**src/design/cbpg_pkg.sv**
```systemverilog
package cbpg_pkg;

    // curve parameter t in Q1.16, one at the top end
    localparam int T_W = 17;
    localparam logic [T_W-1:0] T_ONE = 17'h10000;

    // step count
    localparam int N_W = 6;
    localparam logic [N_W-1:0] MAX_STEPS = 6'd63;

    // divider for the per-step increment of t
    localparam int CNT_W = 5;
    localparam logic [CNT_W-1:0] DIV_STEPS = 5'd17;

    // Bernstein weights sum to 2^48, split in a high and a low part
    localparam int WGT_W     = 49;
    localparam int W_SPLIT   = 24;
    localparam int ROUND_POS = 47;
    localparam int LANES     = 4;

    // issue-to-result pipeline, not counting the output register
    localparam int PIPE_LEN = 7;

    // controller to datapath
    typedef struct packed {
        logic           load;
        logic [N_W-1:0] steps;
        logic           issue;
        logic           last;
    } t_dp_cmd;

    // datapath to controller
    typedef struct packed {
        logic div_done;
        logic pipe_empty;
    } t_dp_stat;

endpackage

```
**src/design/cbpg_ctrl.sv**
```systemverilog
module cbpg_ctrl
    import cbpg_pkg::*;
(
    input  logic           i_clk,
    input  logic           i_rst_n,
    input  logic           i_start,
    input  logic [N_W-1:0] i_step_count,
    input  t_dp_stat       i_stat,
    output logic           o_busy,
    output t_dp_cmd        o_cmd
);

    typedef enum logic [1:0] {
        ST_IDLE,
        ST_DIV,
        ST_RUN,
        ST_DRAIN
    } t_state;

    t_state         r_state, n_state;
    logic           r_busy, n_busy;
    logic [N_W-1:0] r_steps, n_steps;
    logic [N_W-1:0] r_idx, n_idx;
    logic [N_W-1:0] steps_sat;
    logic           at_last;

    assign steps_sat = (i_step_count > MAX_STEPS) ? MAX_STEPS : i_step_count;
    assign at_last   = (r_idx == r_steps);

    // next state
    always_comb begin
        n_state = r_state;
        n_busy  = r_busy;
        n_steps = r_steps;
        n_idx   = r_idx;
        unique case (r_state)
            ST_IDLE: begin
                if (i_start) begin
                    n_busy  = 1'b1;
                    n_steps = steps_sat;
                    n_idx   = '0;
                    n_state = (steps_sat == '0) ? ST_RUN : ST_DIV;
                end
            end
            ST_DIV: begin
                if (i_stat.div_done) begin
                    n_state = ST_RUN;
                end
            end
            ST_RUN: begin
                if (at_last) begin
                    n_state = ST_DRAIN;
                end else begin
                    n_idx = r_idx + N_W'(1);
                end
            end
            ST_DRAIN: begin
                if (i_stat.pipe_empty) begin
                    n_state = ST_IDLE;
                    n_busy  = 1'b0;
                    n_idx   = '0;
                end
            end
            default: begin
                n_state = ST_IDLE;
                n_busy  = 1'b0;
            end
        endcase
    end

    // state and registered outputs
    always_ff @(posedge i_clk) begin
        if (!i_rst_n) begin
            r_state <= ST_IDLE;
            r_busy  <= 1'b0;
            r_steps <= '0;
            r_idx   <= '0;
        end else begin
            r_state <= n_state;
            r_busy  <= n_busy;
            r_steps <= n_steps;
            r_idx   <= n_idx;
        end
    end

    // commands
    assign o_cmd.load  = (r_state == ST_IDLE) && i_start;
    assign o_cmd.steps = steps_sat;
    assign o_cmd.issue = (r_state == ST_RUN);
    assign o_cmd.last  = at_last;
    assign o_busy      = r_busy;

endmodule

```
**config.mk**
```make
export PLATFORM = sky130hd
export DESIGN_NAME = cbpg_ctrl
export DESIGN_NICKNAME = d
export VERILOG_FILES = /design/src/design/cbpg_pkg.sv /design/src/design/cbpg_ctrl.sv
export SDC_FILE = /design/constraint.sdc
export NUM_CORES = 1
export LEC_CHECK = 0
export ABC_AREA = 1
export ABC_CLOCK_PERIOD_IN_PS = 1400
export BUFFER_PORTS_ARGS = -buffer_cell sky130_fd_sc_hd__buf_2
export CORE_MARGIN = 2
export CORE_UTILIZATION = 40
export CTS_CLUSTER_SIZE = 40
export DETAILED_ROUTE_END_ITERATION = 16
export GPL_TIMING_DRIVEN = 0
export MAX_ROUTING_LAYER = met4
export RECOVER_POWER = 100
export SETUP_SLACK_MARGIN = 0.3
export SLEW_MARGIN = 20
export SYNTH_ARGS = -nofsm -noshare
export SYNTH_HDL_FRONTEND = slang
export SYNTH_SLANG_ARGS = --single-unit
```
**constraint.sdc**
```tcl
create_clock -name i_clk -period 1.4 [get_ports i_clk]
set_clock_uncertainty 0.2 [all_clocks]
set_input_delay 0.14 -clock i_clk [delete_from_list [all_inputs] [get_ports i_clk]]
set_output_delay 0.14 -clock i_clk [all_outputs]
set_load 0.1 [all_outputs]
```
==> summary.txt <==
Yosys
  – Cells after Synth: 146
  – Top cells by area, synth: dfxtp_1 30%, nand2_1 9.7%, ha_1 8.7%
  – Largest family of logic cells by synthesized area: simple AND/OR/NAND/NOR gates
  – Sequential area share after synthesis: 29.9%
  – Count leader, synth: nand2_1
  – Yosys synthesis warning count: 0
  – Synth top area share: 29.9%
  – Post-synth cell types: 22
  – Post-Syn Nets: 164
  – Mux share of post-synthesis cell area: 0%
  – Post-Synth XOR/XNOR Area: 0.871%
  – Library cell with the largest summed area after synthesis: dfxtp_1
  – EDFF count, synth: 0
  – Synth Area in Compound Gates: 13.8%
  – Async set-or-reset flop fraction in the synthesized netlist: 0%
  – Simple-gate portion of the synthesized area: 33.5%
  – Adder-Cell Fraction of Synth Area: 8.71%
  – Mapped Area: 1010 µm²
  – Yosys reg bits: 15
  – Syn Area/Cell: 6.89 µm²
  – Top FF cell, synth: dfxtp_1
  – Synth cell count leaders: 26 x nand2_1, 20 x inv_1, 15 x a21oi_1, 15 x dfxtp_1, 11 x nor2_1

Detailed routing
  – ANT nets after route: 0
  – DRC: 0
  – Via Count: 1161
  – Initial DRC Count: 19
  – Post-DR wirelength/cell: 13.6 µm
  – 1st-pass router iterations: 4
  – DR vias/cell: 4.92
  – DRT Wirelength: 3210 µm

Pwr
  – Pwr/cell area: 1260 nW/µm²
  – Total power: 2.34 mW
  – Maximum VDD drop: 0.838 mV
  – Leakage: 0.818 nW

Die
  – Core Rows: 18
  – Core Region: 2430 µm²
  – DIE AREA: 2930 µm²
  – Top Ports: 21
  – Die Y: 54.2 µm
  – Chip Width: 54.2 µm
  – Initial core utilization: 41.4%

Clock tree
  – Clock Tree Root: clkbuf_4
  – Max clock buf depth: 2
  – Htree depth: 1
  – Worst-path clk slew: 0.10 ns
  – Clk Latency, worst-skew pair: 0.29 ns
  – Clock sinks: 15
  – CTS tree: built
  – CTS buffer count: 3

Timing
  – Final Hold Fails: 0
  – Slew margin rel.: 57.4%
  – WHS: 0.0576 ns
  – Final WS setup: -0.318 ns
  – Tcrit/Tclk final: 123%
  – Final Setup Violations: 12
  – Max Clk Rate: 582 MHz
  – Slew Viols, Final: 0
  – Unrepaired setup endpoints after global routing: yes
  – Min Tclk post-route: 1.72 ns
  – Worst-margin pin slew: 0.639 ns

Placed design
  – Area after DPL: 1240 µm²
  – HPWL Detailed: 1770 µm
  – GP Congestion: 0.772
  – Port Buffers: 20

Global routing
  – First-pass GRT wire length: 4820 µm
  – Largest net degree at the start of global routing: 11
  – Vias in the first global route: 1174
  – Antenna violations before repair: 0
  – Total grt overflow: 0
  – Overall global routing resource usage: 24.0%

Critical path
  – Reg2reg start: r_state[0]
  – Reg2Reg Depth: 7
  – Highest-delay cell along the critical path: dfxtp_2
  – Crit path launch type: flip-flop
  – Critical Path AT: 1.38 ns
  – Worst path max stage delay: 0.34 ns
  – Worst setup path class: reg -> out
  – FF-to-FF End: r_idx[0]
  – Worst EP required: 1.06 ns
  – Critical path's most frequent cell: buf_12
  – Crit path cell chain: inv_1 -> nand2_1 -> nand2_2 -> nor2_4 -> nand3_4 -> inv_2 -> buf_12 -> buf_12
  – Crit end category: primary output
  – CP Max Fanout: 2
  – Slack of the worst reg-to-reg path: -0.28 ns

Cells and area
  – Final Net Count: 225
  – Antenna diodes: 0
  – Share of post-route cells with drive strength above 1: 67.0%
  – Final Instance Area: 1860 µm²
  – Fillcell total: 168
  – Util after Layout: 76.4%
  – Area Growth Syn to Fin: 84.8%

Min path
  – Hold Crit Depth: 5
  – Hold crit path type: in -> reg
  – Hold Crit Start: i_stat[1]
  – Hold endpoint: r_state[0]

Status
  – Violated checks: negative setup slack
  – Status: finished with violations

Job
  – Max Cap Violations: 0
cells by family after synthesis:
| kind of cell | count (synthesis) |
|---|---|
| compound gates | 27 |
| xor+xnor | 1 |
| fa+ha+maj | 7 |
| buf+inv | 32 |
| flops | 15 |
| simple gates | 64 |
layout by cell type (no fill, tap or decap), types with 2 or more instances in the layout:
cell type      count
a21oi_1            7
a21oi_2            7
buf_12             5
buf_2             10
buf_4             20
buf_6              5
clkbuf_1           2
clkbuf_2          12
clkbuf_4           4
clkbuf_8           2
dfxtp_2            9
dfxtp_4            5
dlygate4sd3_1      8
ha_4               5
inv_1              9
inv_2              9
inv_4              3
nand2_1           13
nand2_2           15
nand2_4            3
nand3_1            5
nand3_2            5
nand4_1            5
nor2_1            11
nor2_4             4
o21ai_0            2
o21ai_1            2
o21ai_2            5
per-layer routing:
| layer | vias up | track usage, % | routed length [µm] |
|---|---|---|---|
| met5 | - | - | 0 |
| met4 | 0 | 12.1 | 80 |
| met3 | 8 | 3.33 | 50 |
| met2 | 14 | 46.8 | 1800 |
| met1 | 550 | 22.1 | 1280 |
| li1 | 589 | - | - |
area by class of cell:
class,instances,area (µm²),share of cell area (%)
clock buffer,4,26.3,1.41
multi-input combinational,99,796,42.8
sequential,15,330,17.8
inverter,22,93.8,5.05
timing repair buffer,56,493,26.5
buffer,10,82.6,4.44
tap,30,37.5,2.02
critical path, delay by kind of cell (launching register included):
| family | cells | cell delay [ns] |
|---|---|---|
| buf+inv | 4 | 0.38 |
| simple gates | 4 | 0.37 |
| flops | 1 | 0.34 |
how the worst max path moves through the flow:
stage | slack (ns) | endpoint | cells after the start | from
3_5_place_dp | -0.40 | r_idx[1] | 8 | r_state[1]
5_1_grt | -0.37 | o_cmd[0] | 8 | r_idx[5]
3_3_place_gp | -0.36 | o_cmd[0] | 8 | r_idx[4]
6_report | -0.32 | o_cmd[0] | 8 | r_steps[0]
4_1_cts | -0.31 | o_cmd[0] | 8 | r_steps[4]
2_1_floorplan | -0.27 | o_busy | 6 | r_state[1]
state kept, by name (all words and copies together) (netlist names):
| name | cells |
|---|---|
| r_idx | 6 |
| r_state | 2 |
| r_steps | 6 |
| o_busy | 1 |
power by group:
part	leakage, nW	internal [mW]	switching [mW]	total, mW
Clock	0.0150	0.111	0.155	0.266
Combinational	0.673	0.697	0.820	1.52
Sequential	0.130	0.501	0.0603	0.562
Total	0.818	1.31	1.04	2.34
metrics by stage:
stage	worst slack, ns	setup TNS [ns]	cells
after detailed placement	-0.404	-3.70	196
after floorplan	-0.272	-2.11	146
after global routing	-0.375	-3.16	236
final	-0.318	-2.41	236
after global placement	-0.357	-3.26	196
after CTS	-0.315	-1.74	229
timing repair:
item                                   CTS  global route
resized for setup                       66            27
pin swaps                               19            13
endpoints found under the hold margin   12             0
setup buffers                           20             6
setup endpoints to repair               19            22
hold buffers                             8             0
cloned                                   1             1
Note: power is estimated with default switching activity, not from simulation.
